--- src/qcf_sqrt.sv ---
// Floor square root of a 64-bit value, two radicand bits per cycle.
// No package dependencies.
`timescale 1ns / 1ps
`default_nettype none

module qcf_sqrt (
  input  wire logic        clk,
  input  wire logic        rst_n,
  input  wire logic        start,
  input  wire logic [63:0] val,
  output logic [31:0]      root,
  output logic             done
);

  logic [63:0] v_r;
  logic [35:0] rem_r;
  logic [31:0] root_r;
  logic [4:0]  cnt_r;
  logic        busy_r;
  logic        done_r;
  logic [35:0] rem_sh;
  logic [35:0] trial;
  logic        ge;

  always_comb begin
    rem_sh = {rem_r[33:0], v_r[63:62]};
    trial  = {2'b00, root_r, 2'b01};
    ge     = rem_sh >= trial;
  end

  always_ff @(posedge clk) begin
    if (!rst_n) begin
      busy_r <= 1'b0;
      done_r <= 1'b0;
      cnt_r  <= '0;
    end else begin
      done_r <= 1'b0;
      if (start) begin
        busy_r <= 1'b1;
        cnt_r  <= '0;
      end else if (busy_r) begin
        cnt_r <= cnt_r + 5'd1;
        if (cnt_r == 5'd31) begin
          busy_r <= 1'b0;
          done_r <= 1'b1;
        end
      end
    end
  end

  always_ff @(posedge clk) begin
    if (start) begin
      v_r    <= val;
      rem_r  <= '0;
      root_r <= '0;
    end else if (busy_r) begin
      v_r    <= v_r << 2;
      rem_r  <= ge ? rem_sh - trial : rem_sh;
      root_r <= {root_r[30:0], ge};
    end
  end

  assign root = root_r;
  assign done = done_r;

endmodule

`default_nettype wire

--- config.mk ---
export PLATFORM = sky130hd
export DESIGN_NAME = qcf_sqrt
export DESIGN_NICKNAME = d
export VERILOG_FILES = /design/src/qcf_sqrt.sv
export SDC_FILE = /design/constraint.sdc
export NUM_CORES = 1
export LEC_CHECK = 0
export BUFFER_PORTS_ARGS = -buffer_cell sky130_fd_sc_hd__buf_2
export CORE_MARGIN = 5
export CORE_UTILIZATION = 46
export CTS_BUF_LIST = sky130_fd_sc_hd__clkbuf_8
export DETAILED_ROUTE_END_ITERATION = 10
export PLACE_DENSITY = 0.67
export SLEW_MARGIN = 20
export SYNTH_ARGS = -nofsm -noshare
export SYNTH_HDL_FRONTEND = slang
export SYNTH_SLANG_ARGS = --single-unit
--- constraint.sdc ---
create_clock -name clk -period 2.8 [get_ports clk]
set_input_delay 0.56 -clock clk [delete_from_list [all_inputs] [get_ports clk]]
set_output_delay 0.56 -clock clk [all_outputs]
set_load 0.01 [all_outputs]
# After elaboration in Yosys (flattened, before gate mapping)
# Index checks and enable logic that the tools add are counted.
classes:
  n_addsub: 2
  n_lt_le_gt_ge: 1
  n_eq_ne: 1
  muxes: 7
  n_bitwise: 2
  n_reduce_logical: 3
op_table:
  columns: ["operator", "n"]
  rows:
  - ["64-bit two-way mux", 2]
  - ["36-bit by 34-bit greater-or-equal comparator with 1-bit output", 1]
  - ["34-bit two-way mux", 1]
  - ["34-bit subtractor", 1]
  - ["5-bit by 1-bit adder with 5-bit output, second input constant", 1]
  - ["5-bit == test, second input constant", 1]
  - ["1-bit two-way mux", 4]
  - ["3-bit OR reduction", 1]
  - ["1-bit inverter", 2]
  - ["2-bit nonzero test", 1]
  - ["2-bit OR reduction", 1]
totals:
  regBits: 137
  in_bits: 67
  elab_cells: 22

# Logic depth before layout (Yosys ltp)
logic_depth:
  word_depth: 4
  ltp_mapped: 13

# Least setup slack after synthesis
# OpenSTA, ideal clock, no wires.
synth_path:
  kind: "register -> register"
  start: "register root_r[2] (netlist: root[2])"
  end: "register rem_r[22]"
  t_arrival_ns: 2.574
  t_required_ns: 2.666
  path_slack_ns: 0.092
  path_stages_with_launch: 13
  period_less_slack_ns: 2.708
  path_cell_list: "dfxtp_1 -> inv_1 -> ha_1 -> o211ai_1 -> a21o_1 -> a31o_1 -> o21ba_1 -> o31a_1 -> o21a_2 -> buf_6 -> buf_2 -> o211ai_1 -> a21oi_1"
synth_between:
  elab_chain_len: 2
  elab_cells_between_ends: 3
synth_rtl:
  columns: ["element", "line", "text"]
  rows:
  - ["start: declaration", "17", "logic [31:0] root_r;"]
  - ["start signal: assignment", "59", "root_r <= {root_r[30:0], ge};"]
  - ["34-bit subtractor / 36-bit by 34-bit greater-or-equal comparator with 1-bit output (equally long branches)", "58, 28", null]
  - ["34-bit two-way mux (*)", "58", "rem_r <= ge ? rem_sh - trial : rem_sh;"]
  - ["end signal: assignment", "58", null]
  - ["end: declaration", "16", "logic [35:0] rem_r;"]
# Every way passes the cells marked *; elsewhere a longest branch is shown, timed or not.
# A chain may end at the register's enable or synchronous reset.

# Final worst setup path
layout_path:
  start: "register root_r[16] (netlist: root[16])"
  end: "register rem_r[31]"
# The elaborated chain is that of the path after synthesis.

==> flow_summary.toml <==
[outcome]
outcome = "completed"

[worst_setup_path]
required_ns = 3.18
path_depth = 12
endpoint = "rem_r[31]$_SDFFE_PP0P_"
path_cells = "inv_1 > ha_2 > and3_4 > nand4_1 > nor4_2 > nand4_1 > and4_1 > o21a_4 > buf_4 > a221oi_2 > a22oi_1 > a211oi_2"
r2r_end = "rem_r[31]$_SDFFE_PP0P_"
endpoint_kind = "flip-flop"
crit_arrival_ns = 3.07
reg2reg_slack_ns = 0.12
cpPeakStageDelay_ns = 0.38
critPathKind = "reg -> reg"
cp-startpoint = "root[16]$_SDFFE_PP0P_"
critPathTopFamily = "simple AND/OR/NAND/NOR gates"
regToRegStartpoint = "root[16]$_SDFFE_PP0P_"
r2r_cells = 12
start_kind = "flip-flop"
slowest_stage = "dfxtp_1"
path_max_fanout = 7
critical_path_buf_inv_count = 2
path_common_cell = "nand4_1"

[synthesis]
synth_area_um2 = 7460
synth_edf_count = 64
syn_avg_cell_area_um2 = 10.2
synth_top_area_share_pct = 25.8
yosysSeqAreaShare_pct = 45.4
synth-main-ff-cell = "dfxtp_1"
synth_nets = 835
synth-seq-cells = 137
synth_top_area_cell = "edfxtp_1"
async_flop_share_pct = 0
yosys_warnings = 0
synthCells = 732
yosys-top-cells-area = "edfxtp_1, dfxtp_1, mux2_2, ha_1, mux2i_1"
yosysUniqueCellTypes = 60

[pwr]
p_sw_share_pct = 35.1
power_frac_clock_pct = 25.7
pwr-share-comb_pct = 39.7
cellPowerDensity_nw_per_um2 = 772
ir_worst_vdd_mv = 0.399
p_sw_mw = 2.47
power.internal_mw = 4.55
seqPwrFrac_pct = 34.6
p_leak_nw = 3.75

[timing]
worst_hold_slack_ns = 0.346
finalSetupViolCount = 0
worst_slew_pin_slew_ns = 0.633
fmax_ghz = 0.373
maxSlewHeadroom_pct = 57.8
period_share_pct = 95.9
min_period_ns = 2.68
finalWorstSetupSlack_ns = 0.116
fin_tns_setup_ns = 0
fin_skew_ns = 0.0105
final_hold_viol_count = 0
slew_viol_final = 0
grt_setup_unrepaired = "yes"

[cts]
clk_latency_ns = 0.45
cts.clk_slew.worst_paths_ns = 0.09
cts_tree = "done"
clkSinkCount = 137
htreeDepth = 4
cts_root_buf = "clkbuf_8"
ctsLongestPathBuffers = 2
cts_inserted_buffers = 17

[routing]
top_layer = "met5"
drt_wl_total_um = 16700
drc_errors = 0
wl_met1_um = 7350
vias_per_cell = 5.37
dr.pass1.iters = 4
drt_iter0_drc = 308
wl_met3_um = 1010
wl_per_cell_um = 15.4
routed-wl-met2_um = 7980
vias = 5827
ant_nets = 0

[finish]
syn_to_final_growth_pct = 22.0
diodes = 0
final_common_cell = "nor2_1"
nNetsFinal = 960
final_core_util_pct = 57.3
final_cell_mix = "nor2_1, buf_2, dfxtp_1"
drive_above_1_share_pct = 32.1

[hold_path]
hp-class = "in -> reg"
min_path_cells = 3
hp-start = "rst_n"

[placement]
gp_congestion = 0.877
pre_cts_ws_ns = -0.0184
dp_hpwl_um = 11700
io_buffers = 99

[floorplanning]
die_h_um = 137
start_util_pct = 47.0
rows = 46
dieArea_um2 = 18900
coreArea_um2 = 15900
ios = 100
fp.dieW_um = 137

[global_route]
grt_pass1_wl_um = 27300
grt-ovfl-total = 0
grtUsageTotal_pct = 18.0
grt_pass1_vias = 5815
antenna_found_initial = 1
grt_max_degree = 65

[job]
maxCapViolations = 0
cell families after synthesis:
family                   share of synthesized area, %
adder cells (fa/ha/maj)                          6.04
XOR/XNOR                                         3.87
AND/OR/NAND/NOR                                  11.2
AO/OA/AOI/OAI                                    14.0
flip-flops                                       45.4
multiplexers                                     15.3
buffers and inverters                            4.24
per-layer routing:
| metal | track usage [%] | vias to the layer above |
|---|---|---|
| li1 | - | 2905 |
| met1 | 22.0 | 2752 |
| met2 | 29.6 | 136 |
| met3 | 5.30 | 32 |
| met4 | 7.82 | 2 |
| met5 | 0 | - |
cell type report:
cell class,instances,area (µm²)
clock buffers,17,234
clock inverters,15,203
fillers,1451,6790
inverters,40,150
multi-input cells,515,3940
flip-flops and latches,137,3390
well taps,216,270
repair buffers,146,906
through the flow:
step	power (mW)	cell area [µm²]	std cells
4_1_cts	6.88	8900	1083
3_3_place_gp	4.97	8430	1051
5_1_grt	7.48	9100	1086
6_report	7.02	9100	1086
2_1_floorplan	4.35	7460	732
3_5_place_dp	5.02	8430	1051
synthesized netlist by cell type, drive strengths merged (3+ instances only):
cell,number
o211ai,5
buf,13
nand4,9
a21o,12
a31oi,10
nand2b,10
o21bai,5
mux2i,43
mux2,63
clkbuf,27
a211oi,31
nand2,27
a21oi,44
nand3,7
edfxtp,64
o31ai,6
xor2,18
ha,36
dfxtp,73
nor3,7
nor2b,4
and3,5
and4,3
nor2,99
and2,3
xnor2,15
o21ai,15
inv,40
o21a,6
worst register-to-register path, cell delays in order (launching register included):
cell and delay [ns]:
dfxtp_1 0.38, inv_1 0.06, ha_2 0.34, and3_4 0.22
nand4_1 0.12, nor4_2 0.34, nand4_1 0.13, and4_1 0.19
o21a_4 0.16, buf_4 0.17, a221oi_2 0.18, a22oi_1 0.11
a211oi_2 0.21
how the worst min path moves through the flow:
stage	slack, ns	to
6_report	0.35	done$_SDFF_PP0_
5_1_grt	0.32	done$_SDFF_PP0_
4_1_cts	0.30	done$_SDFF_PP0_
3_5_place_dp	0.48	rem_r[22]$_SDFFE_PP0P_
3_3_place_gp	0.48	rem_r[22]$_SDFFE_PP0P_
2_1_floorplan	0.46	rem_r[22]$_SDFFE_PP0P_
power by group through the flow:
| stage | clock (mW) | sequential (mW) | combinational, mW |
|---|---|---|---|
| after global placement | 0 | 2.46 | 2.51 |
| after detailed placement | 0 | 2.46 | 2.56 |
| final | 1.80 | 2.43 | 2.79 |
| after CTS | 1.86 | 2.42 | 2.60 |
| after global routing | 1.95 | 2.45 | 3.08 |
| after floorplan | 0 | 2.43 | 1.93 |
what timing repair did:
action / CTS / global route
setup buffers: 0 / 2
cloned: 0 / 1
hold buffers: 0 / 0
setup endpoints to repair: 5 / 34
gates resized for setup: 6 / 33
pin swaps: 0 / 5
registers in the layout, summed over array words and instances, names as in the netlist:
| name | cells |
|---|---|
| cnt_r | 5 |
| v_r | 64 |
| root | 32 |
| rem_r | 34 |
| busy_r | 1 |
| done | 1 |
No activity file was read; power rests on OpenSTA's default activity.
