`config.mk`:
```
export PLATFORM = sky130hd
export DESIGN_NAME = qcf_lane
export DESIGN_NICKNAME = d
export VERILOG_FILES = /design/src/qcf_pkg.sv /design/src/qcf_lane.sv
export SDC_FILE = /design/constraint.sdc
export NUM_CORES = 2
export LEC_CHECK = 0
export BUFFER_PORTS_ARGS = -buffer_cell sky130_fd_sc_hd__buf_2
export CORE_MARGIN = 2
export CORE_UTILIZATION = 45
export CTS_CLUSTER_SIZE = 28
export DETAILED_ROUTE_END_ITERATION = 6
export GPL_TIMING_DRIVEN = 0
export HOLD_SLACK_MARGIN = 0.1
export PLACE_DENSITY = 0.61
export SLEW_MARGIN = 20
export SYNTH_ARGS = -nofsm -noshare
export SYNTH_HDL_FRONTEND = slang
export SYNTH_SLANG_ARGS = --single-unit
```
`constraint.sdc`:
```
create_clock -name clk -period 17.4 [get_ports clk]
set_input_delay 3.48 -clock clk [delete_from_list [all_inputs] [get_ports clk]]
set_output_delay 3.48 -clock clk [all_outputs]
set_load 0.01 [all_outputs]
```
`src/qcf_pkg.sv`:
```
// Shared types, constants and fixed-point helpers for the quaternion attitude filter.
// No dependencies; used by the lane multiplier and the top level.
`timescale 1ns / 1ps
`default_nettype none

package qcf_pkg;

  // One multiply request for a lane: signed operands, right shift of the magnitude.
  typedef struct packed {
    logic signed [32:0] a;
    logic signed [32:0] b;
    logic [5:0]         sh;
  } lane_req_t;

  localparam int NLANE = 4;

  localparam logic [1:0] ST_OK     = 2'd0;
  localparam logic [1:0] ST_SKIP   = 2'd1;
  localparam logic [1:0] ST_REJECT = 2'd2;

  localparam logic [1:0] CFG_PROP  = 2'd0;
  localparam logic [1:0] CFG_INTEG = 2'd1;

  localparam logic [31:0] PROP_RST  = 32'd17560153;
  localparam logic [31:0] INTEG_RST = 32'd18379649;

  localparam logic signed [31:0] ONE_Q30 = 32'sh4000_0000;

  localparam logic signed [63:0] MAX32 = 64'sh0000_0000_7FFF_FFFF;
  localparam logic signed [63:0] MIN32 = -64'sh0000_0000_8000_0000;
  localparam logic signed [63:0] POS30 = 64'sh0000_0000_4000_0000;
  localparam logic signed [63:0] NEG30 = -64'sh0000_0000_4000_0000;

  // Shift right, rounding toward zero.
  function automatic logic signed [63:0] shr0(input logic signed [63:0] v,
                                              input logic [5:0] s);
    logic [63:0] m;
    m = v[63] ? 64'(-v) : 64'(v);
    m = m >> s;
    return v[63] ? -$signed(m) : $signed(m);
  endfunction

  function automatic logic signed [31:0] sat32(input logic signed [63:0] v);
    logic signed [31:0] r;
    if (v > MAX32) r = 32'sh7FFF_FFFF;
    else if (v < MIN32) r = 32'sh8000_0000;
    else r = v[31:0];
    return r;
  endfunction

  function automatic logic signed [31:0] clamp30(input logic signed [63:0] v);
    logic signed [31:0] r;
    if (v > POS30) r = ONE_Q30;
    else if (v < NEG30) r = -ONE_Q30;
    else r = v[31:0];
    return r;
  endfunction

endpackage

`default_nettype wire

```
`src/qcf_lane.sv`:
```
// One multiplier lane: 32x32 magnitude product, then truncating shift and sign.
// Depends on qcf_pkg for the request type. The product is registered, then the signed result.
`timescale 1ns / 1ps
`default_nettype none

module qcf_lane (
  input  wire logic              clk,
  input  wire qcf_pkg::lane_req_t req,
  output logic signed [63:0]     res
);

  logic [31:0] ma;
  logic [31:0] mb;
  logic [63:0] prod_r;
  logic        neg_r;
  logic [5:0]  sh_r;
  logic [63:0] shd;

  always_comb begin
    ma  = req.a[32] ? 32'(-req.a) : req.a[31:0];
    mb  = req.b[32] ? 32'(-req.b) : req.b[31:0];
    shd = prod_r >> sh_r;
  end

  always_ff @(posedge clk) begin
    prod_r <= 64'(ma) * 64'(mb);
    neg_r  <= req.a[32] ^ req.b[32];
    sh_r   <= req.sh;
    res    <= neg_r ? -$signed(shd) : $signed(shd);
  end

endmodule

`default_nettype wire

```
# After elaboration in Yosys (flattened, before gate mapping)
# Index checks and enable logic that the tools add are counted.
# word_totals
ff_bits,135
inputBits,73
output_inout_bits,64
# classes
n_addsub,3
mul,1
shift,1
n_mux,3
n_bitwise,1
# ops
operator,n
32-bit by 32-bit multiplier with 64-bit output,1
32-bit two-way mux,2
64-bit two-way mux,1
32-bit negation,2
64-bit negation,1
64-bit by 6-bit right shift with 64-bit output,1
1-bit XOR,1

# Longest topological paths before layout
# logic_depth
word_depth,3
mapped_depth,41
depth_no_buf,37

# Worst setup path after synthesis
# OpenSTA, ideal clock, no wires.
# synth_timing
path_type,input-to-reg
from,in req[39] in the netlist's numbering
to,reg prod_r[60]
arrival_ns,13.650
required_ns,17.280
path_slack_ns,3.630
stages,35
path_buffers,4
path_cell_list,clkbuf_1 > clkinv_1 > clkbuf_1 > ha_1 > nand2_1 > or3_1 > or4_1 > clkbuf_1 > o21ai_0 > xor2_1 > clkbuf_1 > nor2_1 > fa_1 > inv_1 > fa_1 > fa_1 > fa_1 > inv_1 > fa_1 > inv_1 > fa_1 > inv_1 > fa_1 > fa_1 > ha_1 > nand4_1 > or2_2 > o311ai_0 > a31oi_1 > o21ai_0 > a211oi_1 > o41ai_1 > a41o_1 > a21oi_1 > xnor2_1
# synth_between
elab_chain_cells,3
# synth_rtl
element,line,rtl
start: declaration,qcf_lane.sv:8,"input wire qcf_pkg::lane_req_t req,"
32-bit negation,qcf_lane.sv:20,ma = req.a[32] ? 32'(-req.a) : req.a[31:0];
32-bit two-way mux *,qcf_lane.sv:20,
32-bit by 32-bit multiplier with 64-bit output *,qcf_lane.sv:26,prod_r <= 64'(ma) * 64'(mb);
end signal: assignment,qcf_lane.sv:26,
end: declaration,qcf_lane.sv:14,logic [63:0] prod_r;
# Every way passes the cells marked *; elsewhere a longest branch is shown, timed or not.

# Final worst setup path
# layout_timing
from,in req[39] in the netlist's numbering
to,reg prod_r[57]
# Same word-level chain as after synthesis.

==> run summary <==
Number of fill cells = 9,026
Initial antenna violation count = 10
Tmin final = 16.97 ns
R2R cell count = 17
Final core utilization = 0.492
Synthesis Warnings = 0
Detail Route Antenna Nets = 0
Worst-path fanout max = 10
Area share of fa/ha/maj cells after synthesis = 0.506
CTS HTree Levels = 4
Simple logic cell fraction of the synthesized area = 0.140
Fmax achieved = 58.9 MHz
R2r startpoint = sh_r[3]
CP Data Arrival Time = 17.26 ns
Top cell type's share of synthesized area = 0.427
Cell taking the most area after synthesis = fa_1
Synthesized cell area = 42,000 sq um
Crit path capture type = register
Count leader, synth = inv_1
Design Area, Final = 45,800 sq um
Run status = completed
Worst path max stage delay = 0.86 ns
DP Cell Count = 6,117
Most numerous cell on the critical path = fa_1
CTS Sinks = 135
Layout Area Growth over Synthesis = 8.83%
Kind of critical path = in -> reg
Initial Utilization = 0.453
Core ar. = 92,900 sq um
Row cnt = 112
EDFF count, synth = 0
Post-CTS Setup Inserts = 0
Final Hold Fails = 0
Port bufs = 132
Unique masters post-synth = 75
Slew Limit Fails = 0
Vias = 36,100
Synth Register Bits = 135
Non-Filler Instances = 6,161
GP Congestion = 1.07
Die span in y = 310 um
Largest net degree at the start of global routing = 17
Overall routing resource usage = 0.367
Slew margin rel. = 0.0933
Clk root buf = clkbuf_16
Tcrit/Tclk final = 0.975
CTS tree = built
Post-DP HPWL = 144 mm
Post-synth ARST share = 0
Chip Width = 310 um
Crit path to = prod_r[57]
PostCTS Resize Cnt = 0
Vias in the first global route = 36,800
Least-Margin Pin Slew = 1.35 ns
Post-synth top cells = inv_1, fa_1, nor2_1, nand2_1, ha_1
Sequential element share of the synthesized area = 0.0643
DRT Pass-1 Iters = 5
Synth Area in Compound Gates = 0.0641
CTS buffer count = 17
Reg clk slew, reported paths = 0.06 ns
Hold crit path type = reg -> reg
Setup crit start kind = input port
Share of layout cells above drive strength 1 = 0.0886
Max Clock Skew = 0.00856 ns
Post-synthesis instance total = 4,701
Top cells by area, synth = fa_1, inv_1, ha_1
CTS Hold Buffers Added = 0
Post-route DRC violation count = 0
First-pass GRT wire length = 250 mm
Req. time, crit path = 17.69 ns
Io pins = 137
Wire per inst = 28.0 um
R2r endpoint = res[52]
Setup repair after global routing missed its margin = no
Placed cell area = 45,100 sq um
Combinational family with the most area after synthesis = adder cells
Die area = 95,900 sq um
Post-layout net count = 6,119
Initial DRC count = 3,771
Skew-Pair Late Insertion Delay = 0.44 ns
Mean post-synth cell area = 8.94 sq um
Post-Synth XOR/XNOR Area = 0.0498
Mapped Nets = 5,936
Main synth FF type = dfxtp_1
CTS Buffer Depth = 2
Max-cap check violation count = 0
Final setup vio count = 0
Critical path origin = req[39]
Worst R2R Setup Slack = 11.12 ns
Post-synthesis mux area share = 0.0730
Routed WL = 173 mm
Grt ovf = 0
Vias per cell = 5.86
CP max-delay cell = clkbuf_1
-- cells in the final DEF, fill, tap and decap left out, drive strengths merged, types with 6 or more instances in the layout --
cell    netlist  layout
a211o         6       6
a211oi       14      14
a21o         44      44
a21oi        87      87
a31oi        12      12
and2         22      22
and3         12      12
buf          32     196
clkbuf      201     221
dfxtp       135     135
diode         0      10
fa          896     896
ha          266     266
inv         907     912
mux2         37      37
mux2i        49      49
mux4         96      96
nand2       586     586
nand2b       31      31
nand3        29      29
nand4        10      10
nor2        645     645
nor2b        13      13
nor3         24      24
nor4          8       8
o211ai       16      16
o21a         19      19
o21ai        94      94
o21bai        9       9
o22ai        10      10
o31ai        32      32
o41ai        14      14
or2          15      15
or3          13      13
or4          18      18
xnor2       144     144
xor2         95      95
-- area by class of cell --
type / instances / area (sq um) / area share
multi-input combinational: 3425 / 35500 / 0.775
buffer: 233 / 938 / 0.0205
antenna: 10 / 25.0 / 0.000547
timing repair buffer: 164 / 1060 / 0.0232
clock buffer: 20 / 467 / 0.0102
clock inverter: 12 / 116 / 0.00254
inverter: 908 / 3410 / 0.0745
sequential: 135 / 2700 / 0.0591
tap: 1254 / 1570 / 0.0343
-- per-layer routing --
layer  vias up  part of all wire  global-route usage
met1     18200              0.37               0.461
met3       627              0.13               0.132
met2      2407              0.42               0.541
met4         6             0.079               0.223
met5         -           0.00096              0.0131
li1      14800                 -                   -
-- worst max-delay path: cells and delay by family --
kind	cells	cell delay [ns]
compound gates	9	3.49
xor+xnor	1	0.58
buf+inv	10	3.24
fa+ha+maj	10	5.08
simple gates	6	1.35
-- how the worst min path moves through the flow --
stage	startpoint	end	depth (start not counted)
after floorplan	neg_r	res[61]	3
after global placement	neg_r	res[61]	3
after detailed placement	neg_r	res[61]	3
after global routing	neg_r	res[61]	3
final	neg_r	res[61]	3
after CTS	neg_r	res[61]	3
-- cells by family after synthesis --
logic type,count (synthesis)
DFF,135
adders and majority gates,1162
buffers and inverters,1141
xor gates and xnor gates,239
muxes,182
and+or+nand+nor,1436
AOI/OAI and AO/OA,406
-- through the flow --
stage	hold slack [ns]	setup TNS (ns)	setup slack, ns
detailed placement	0.826	0	0.283
CTS	0.877	0	0.743
global placement	0.841	-2.04	-0.516
global route	0.897	0	0.149
floorplan	0.553	0	3.63
finish	0.921	0	0.432
-- state kept, by name, indices dropped and copies added (netlist names) --
name and flops:
prod_r 64, res 64, sh_r 6, neg_r 1
Power is not shown: default switching activity piles up to over one toggle a cycle in this logic, so the estimate is an artifact.
