--- src/qcf_div.sv ---
// Divider lane: floor(num * 2^30 / den) for num <= den, one quotient bit per cycle.
// No package dependencies. 31 iterations; done is registered together with the last quotient bit.
`timescale 1ns / 1ps
`default_nettype none

module qcf_div (
  input  wire logic        clk,
  input  wire logic        rst_n,
  input  wire logic        start,
  input  wire logic [30:0] num,
  input  wire logic [31:0] den,
  output logic [30:0]      quo,
  output logic             done
);

  logic [31:0] rem_r;
  logic [30:0] quo_r;
  logic        feed_r;
  logic [4:0]  cnt_r;
  logic        busy_r;
  logic        done_r;
  logic [32:0] tmp;
  logic [32:0] dext;
  logic        ge;

  always_comb begin
    tmp  = {rem_r, feed_r};
    dext = {1'b0, den};
    ge   = tmp >= dext;
  end

  always_ff @(posedge clk) begin
    if (!rst_n) begin
      busy_r <= 1'b0;
      done_r <= 1'b0;
      cnt_r  <= '0;
    end else begin
      done_r <= 1'b0;
      if (start) begin
        busy_r <= 1'b1;
        cnt_r  <= '0;
      end else if (busy_r) begin
        cnt_r <= cnt_r + 5'd1;
        if (cnt_r == 5'd30) begin
          busy_r <= 1'b0;
          done_r <= 1'b1;
        end
      end
    end
  end

  // the dividend is num followed by 30 zero bits; the top quotient bits are known zero
  always_ff @(posedge clk) begin
    if (start) begin
      rem_r  <= {2'b00, num[30:1]};
      feed_r <= num[0];
      quo_r  <= '0;
    end else if (busy_r) begin
      rem_r  <= ge ? 32'(tmp - dext) : tmp[31:0];
      feed_r <= 1'b0;
      quo_r  <= {quo_r[29:0], ge};
    end
  end

  assign quo  = quo_r;
  assign done = done_r;

endmodule

`default_nettype wire

--- config.mk ---
export PLATFORM = sky130hd
export DESIGN_NAME = qcf_div
export DESIGN_NICKNAME = d
export VERILOG_FILES = /design/src/qcf_div.sv
export SDC_FILE = /design/constraint.sdc
export NUM_CORES = 1
export LEC_CHECK = 0
export BUFFER_PORTS_ARGS = -buffer_cell sky130_fd_sc_hd__clkbuf_2
export CORE_ASPECT_RATIO = 2
export CORE_UTILIZATION = 56
export CTS_CLUSTER_DIAMETER = 60
export DETAILED_ROUTE_END_ITERATION = 8
export GPL_TIMING_DRIVEN = 0
export PLACE_DENSITY = 0.91
export SLEW_MARGIN = 20
export SYNTH_ARGS = -nofsm -noshare
export SYNTH_HDL_FRONTEND = slang
export SYNTH_SLANG_ARGS = --single-unit
--- constraint.sdc ---
create_clock -name clk -period 4.5 [get_ports clk]
set_clock_uncertainty 0.2 [all_clocks]
set_input_delay 0.9 -clock clk [delete_from_list [all_inputs] [get_ports clk]]
set_output_delay 0.9 -clock clk [all_outputs]
set_load 0.03 [all_outputs]
Word-level counts from Yosys, hierarchy flattened:

Index checks and enable logic that the tools add are counted.

* register bits after elaboration: 71
* input bits: 66
* output and inout port bits: 32
* word-level logic and storage cells: 25

* $add $sub $neg: 2
* $lt $le $gt $ge: 1
* eq/ne operators: 1
* multiplexer cells: 9
* bitwise logic cells: 2
* reduce and logical (&&, ||, !) cells: 3

Operators with widths (count)
* two-way mux 30 bit: 2
* greater-or-equal comparator 33 x 32 -> 1 bit: 1
* two-way mux 32 bit: 1
* subtractor 32 bit: 1
* two-way mux 1 bit: 6
* adder 5 x 1 -> 5 bit (second input constant): 1
* == test 5 bit (second input constant): 1
* OR reduction 3 bit: 1
* inverter 1 bit: 2
* nonzero test 2 bit: 1
* OR reduction 2 bit: 1

Longest topological paths before layout:

* word-level depth: 4
* gate-level depth with buffers: 13
* depth with buffers taken out: 12

Worst setup path before layout:

No wires, ideal clock.

* path kind: input port to flip-flop
* from: in den[0]
* to: reg rem_r[26] (data pin)
* setup time: 271 ps
* arrival: 2973 ps
* required time: 4029 ps
* slack: 1056 ps
* stages: 11
* path buffers: 0
* cells stage by stage: ha_1 > fa_1 > nand2b_1 > a21oi_1 > nor4_1 > a2bb2oi_1 > a21oi_1 > o21a_1 > o211ai_1 > a2111oi_0 > nor4_1

* longest elaborated chain between the ends: 4
* elaborated cells between the ends (all ways): 5
* classes of those cells: 1 x add/sub; 1 x order compare; 3 x mux

Ends and longest elaborated chain
* start, declared: line 11 `input wire logic [31:0] den,`
* subtractor 32 bit / greater-or-equal comparator 33 x 32 -> 1 bit (equally long branches): line 59, 29
* two-way mux 32 bit *: line 59 `rem_r <= ge ? 32'(tmp - dext) : tmp[31:0];`
* two-way mux 30 bit *: line 58 `end else if (busy_r) begin`
* two-way mux 30 bit *: line 54 `if (start) begin`
* end signal, assigned: line 55 `rem_r <= {2'b00, num[30:1]};`
* end signal, assigned: line 59
* end, declared: line 16 `logic [31:0] rem_r;`

Every way passes the cells marked *; elsewhere a longest branch is shown, timed or not. The select of a mux whose other input is x is not followed.
A chain may end at the register's enable or synchronous reset.

Final worst setup path:

* from: in den[6]
* to: reg rem_r[16] (data pin)

Same word-level chain as after synthesis.

==> impl_metrics.toml <==
[logic_synthesis]
ys_types = 66
syn_area_per_cell_um2 = 8.97
synth_seq_cells = 71
synth-main-ff-cell = "dfxtp_1"
yosys_warnings = 0
syn_inst = 559
ys_async_sr_fraction_pct = 0
syn_nets = 660
syn_area_um2 = 5010
synth_edf_count = 31
ys_seq_area_share_pct = 34.5

[sta]
tightest_slew_ns = 0.804
hold_violations = 0
timing.final.crit_period_ns = 3.77
final_max_slew_viol_count = 0
setup_viol = 0
slew_headroom_pct = 46.4
rsz0062_at_grt = "false"
final.period_utilization_pct = 83.9
setup_tns_ns = 0
worst_slack_ns = 0.727
fmax_ghz = 0.265

[detailed_routing]
vias_per_cell = 5.92
drc_errors = 0
wirelength_mm = 13.4
drt_iter0_drc = 231
ant_nets = 0
vias = 4564
wire_per_inst_um = 17.4
drt_first_pass_iters = 5

[power]
p_leak_nw = 2.76
p_per_area_nw_per_um2 = 444
p_int_mw = 1.67
power_frac_clock_pct = 28.1
peakVddDrop_v = 0.000420
switching_share_pct = 36.5
combPwrFrac_pct = 41.2
seqPwrFrac_pct = 30.7
switching_power_mw = 0.963

[worst_hold_path]
min_to = "quo[30]$_SDFFE_PP0P_"
hold_class = "reg2reg"
hp-start = "quo[30]$_SDFFE_PP0P_"
hold_depth = 2

[die]
core-area_um2 = 8650
rows = 48
fp.dieW_um = 68.9
fp.dieH_um = 136
fp.dieArea_um2 = 9360
pin_count = 98
initial_core_util_pct = 58.0

[clocking]
cts.clk_slew.worst_paths_ns = 0.06
cts_made_buffers = 9
clock-sinks = 71
clock_latency_ns = 0.34
cts-root-buf = "clkbuf_16"
ctsHtreeMaxLevel = 3
tritoncts = "built"
cts_repair_resize_count = 0
cts.path.max_buffers = 2
cts_setup_buffers = 0
cts_hold_buffers = 0

[grt]
grt_overflow = 0
grt_max_degree = 32
grt_pass1_wl_mm = 21.4
grt_antenna_before_repair = 0
grtUsageTotal_pct = 30.9
grt_pass1_vias = 4751

[place]
pre_cts_ws_ns = 0.449
port_buffers = 96
placedCellCount = 755
gp_congestion = 0.968
dp_hpwl_mm = 10.6
place_area_um2 = 5620

[setup_path]
reg2reg_depth = 10
regToRegStartpoint = "rem_r[7]$_DFFE_PP_"
cp-end-kind = "flip-flop"
cp_max_fo = 10
cp.arrival_ns = 3.66
critPathLaunchType = "input port"
reg2reg_to = "rem_r[16]$_DFFE_PP_"
crit_type = "in2reg"
rrSetupSlack_ns = 0.97
cp_data_required_time_ns = 4.39

[final_layout]
design_area_um2 = 5940
final_nets = 767
drive_above_1_share_pct = 24.4
fill_cells = 665
antenna_cells = 0
most-common-layout-cells = "clkbuf_2, nor2_1, nand2_1"
area_growth_syn_to_layout_pct = 18.5
final_common_cell = "clkbuf_2"
stdcell_count = 771

[status]
status = "complete, no violations"

[flow_run]
drv_cap = 0
logic make-up after synthesis:
| family | after synthesis | share of synthesized area (%) |
|---|---|---|
| DFF | 71 | 34.5 |
| muxes | 54 | 11.3 |
| AOI/OAI and AO/OA | 137 | 18.5 |
| xor gates and xnor gates | 30 | 5.24 |
| and+or+nand+nor | 164 | 15.4 |
| adders and majority gates | 35 | 8.88 |
| buffers and inverters | 68 | 6.19 |
how the worst max path moves through the flow:
stage	startpoint	to	cells after the start
after floorplan	den[0]	rem_r[26]$_DFFE_PP_	11
after global placement	den[6]	rem_r[16]$_DFFE_PP_	12
after detailed placement	den[8]	rem_r[16]$_DFFE_PP_	12
after CTS	den[6]	rem_r[16]$_DFFE_PP_	12
after global routing	den[9]	rem_r[10]$_DFFE_PP_	12
final	den[6]	rem_r[16]$_DFFE_PP_	12
power groups by stage:
| stage | registers, mW | clock network [mW] | logic, mW |
|---|---|---|---|
| 2_1_floorplan | 0.807 | 0 | 0.815 |
| 3_3_place_gp | 0.816 | 0 | 1.04 |
| 3_5_place_dp | 0.822 | 0 | 1.07 |
| 4_1_cts | 0.808 | 0.747 | 1.08 |
| 5_1_grt | 0.816 | 0.777 | 1.20 |
| 6_report | 0.809 | 0.740 | 1.09 |
critical path, cell delays in order:
cell and delay [ns]:
clkbuf_2 0.07, inv_1 0.04, ha_1 0.36, a21o_1 0.23
a31oi_1 0.24, a21oi_1 0.13, o31ai_1 0.37, nand4_1 0.26
nand2_2 0.20, clkbuf_1 0.37, o21ai_0 0.20, mux2_2 0.29
Yosys cell counts, types with 5 or more instances:
| library cell | number | share of area [%] |
|---|---|---|
| buf_1 | 6 | 0.45 |
| mux2i_1 | 33 | 6.6 |
| nand2b_1 | 5 | 0.62 |
| a21o_1 | 9 | 1.3 |
| nor4_1 | 5 | 0.62 |
| a21oi_1 | 35 | 3.5 |
| clkbuf_1 | 9 | 0.67 |
| nor2b_1 | 6 | 0.75 |
| xor2_1 | 15 | 2.6 |
| o21ai_0 | 40 | 4.0 |
| dfxtp_1 | 40 | 16 |
| ha_1 | 34 | 8.5 |
| a31oi_1 | 5 | 0.62 |
| xnor2_1 | 15 | 2.6 |
| nand4_1 | 9 | 1.1 |
| mux2_2 | 21 | 4.7 |
| nor3_1 | 5 | 0.50 |
| edfxtp_1 | 31 | 19 |
| nand3_1 | 9 | 0.90 |
| nor2_1 | 56 | 4.2 |
| inv_1 | 43 | 3.2 |
| o211ai_1 | 5 | 0.75 |
| nand2_1 | 48 | 3.6 |
| a211oi_1 | 6 | 0.90 |
layout make-up:
class | count | area, um^2 | area share, %
Buffer | 25 | 149 | 2.51
Clock buffer | 12 | 289 | 4.87
Clock inverter | 4 | 31.3 | 0.527
Inverter | 43 | 161 | 2.72
Multi-Input combinational cell | 420 | 2970 | 50.0
Sequential cell | 71 | 1730 | 29.2
Tap cell | 100 | 125 | 2.11
Timing Repair Buffer | 96 | 480 | 8.09
routing by layer:
layer / wire length [um] / track usage, % / vias up
li1: - / - / 2216
met1: 4630 / 28.5 / 2117
met2: 7330 / 56.3 / 168
met3: 730 / 6.38 / 63
met4: 736 / 21.1 / 0
met5: 0 / 0 / -
metrics by stage:
stage	utilization [%]	total power [mW]	hold slack [ns]
2_1_floorplan	-	1.62	0.272
4_1_cts	68.7	2.63	0.314
3_3_place_gp	65.0	1.86	0.279
3_5_place_dp	65.0	1.89	0.301
5_1_grt	68.7	2.79	0.344
6_report	68.7	2.64	0.314
flip-flops by register name, indices dropped and copies added (netlist names):
signal,count
rem_r,32
quo,31
cnt_r,5
busy_r,1
done,1
feed_r,1
No activity file was read; power rests on OpenSTA's default activity.
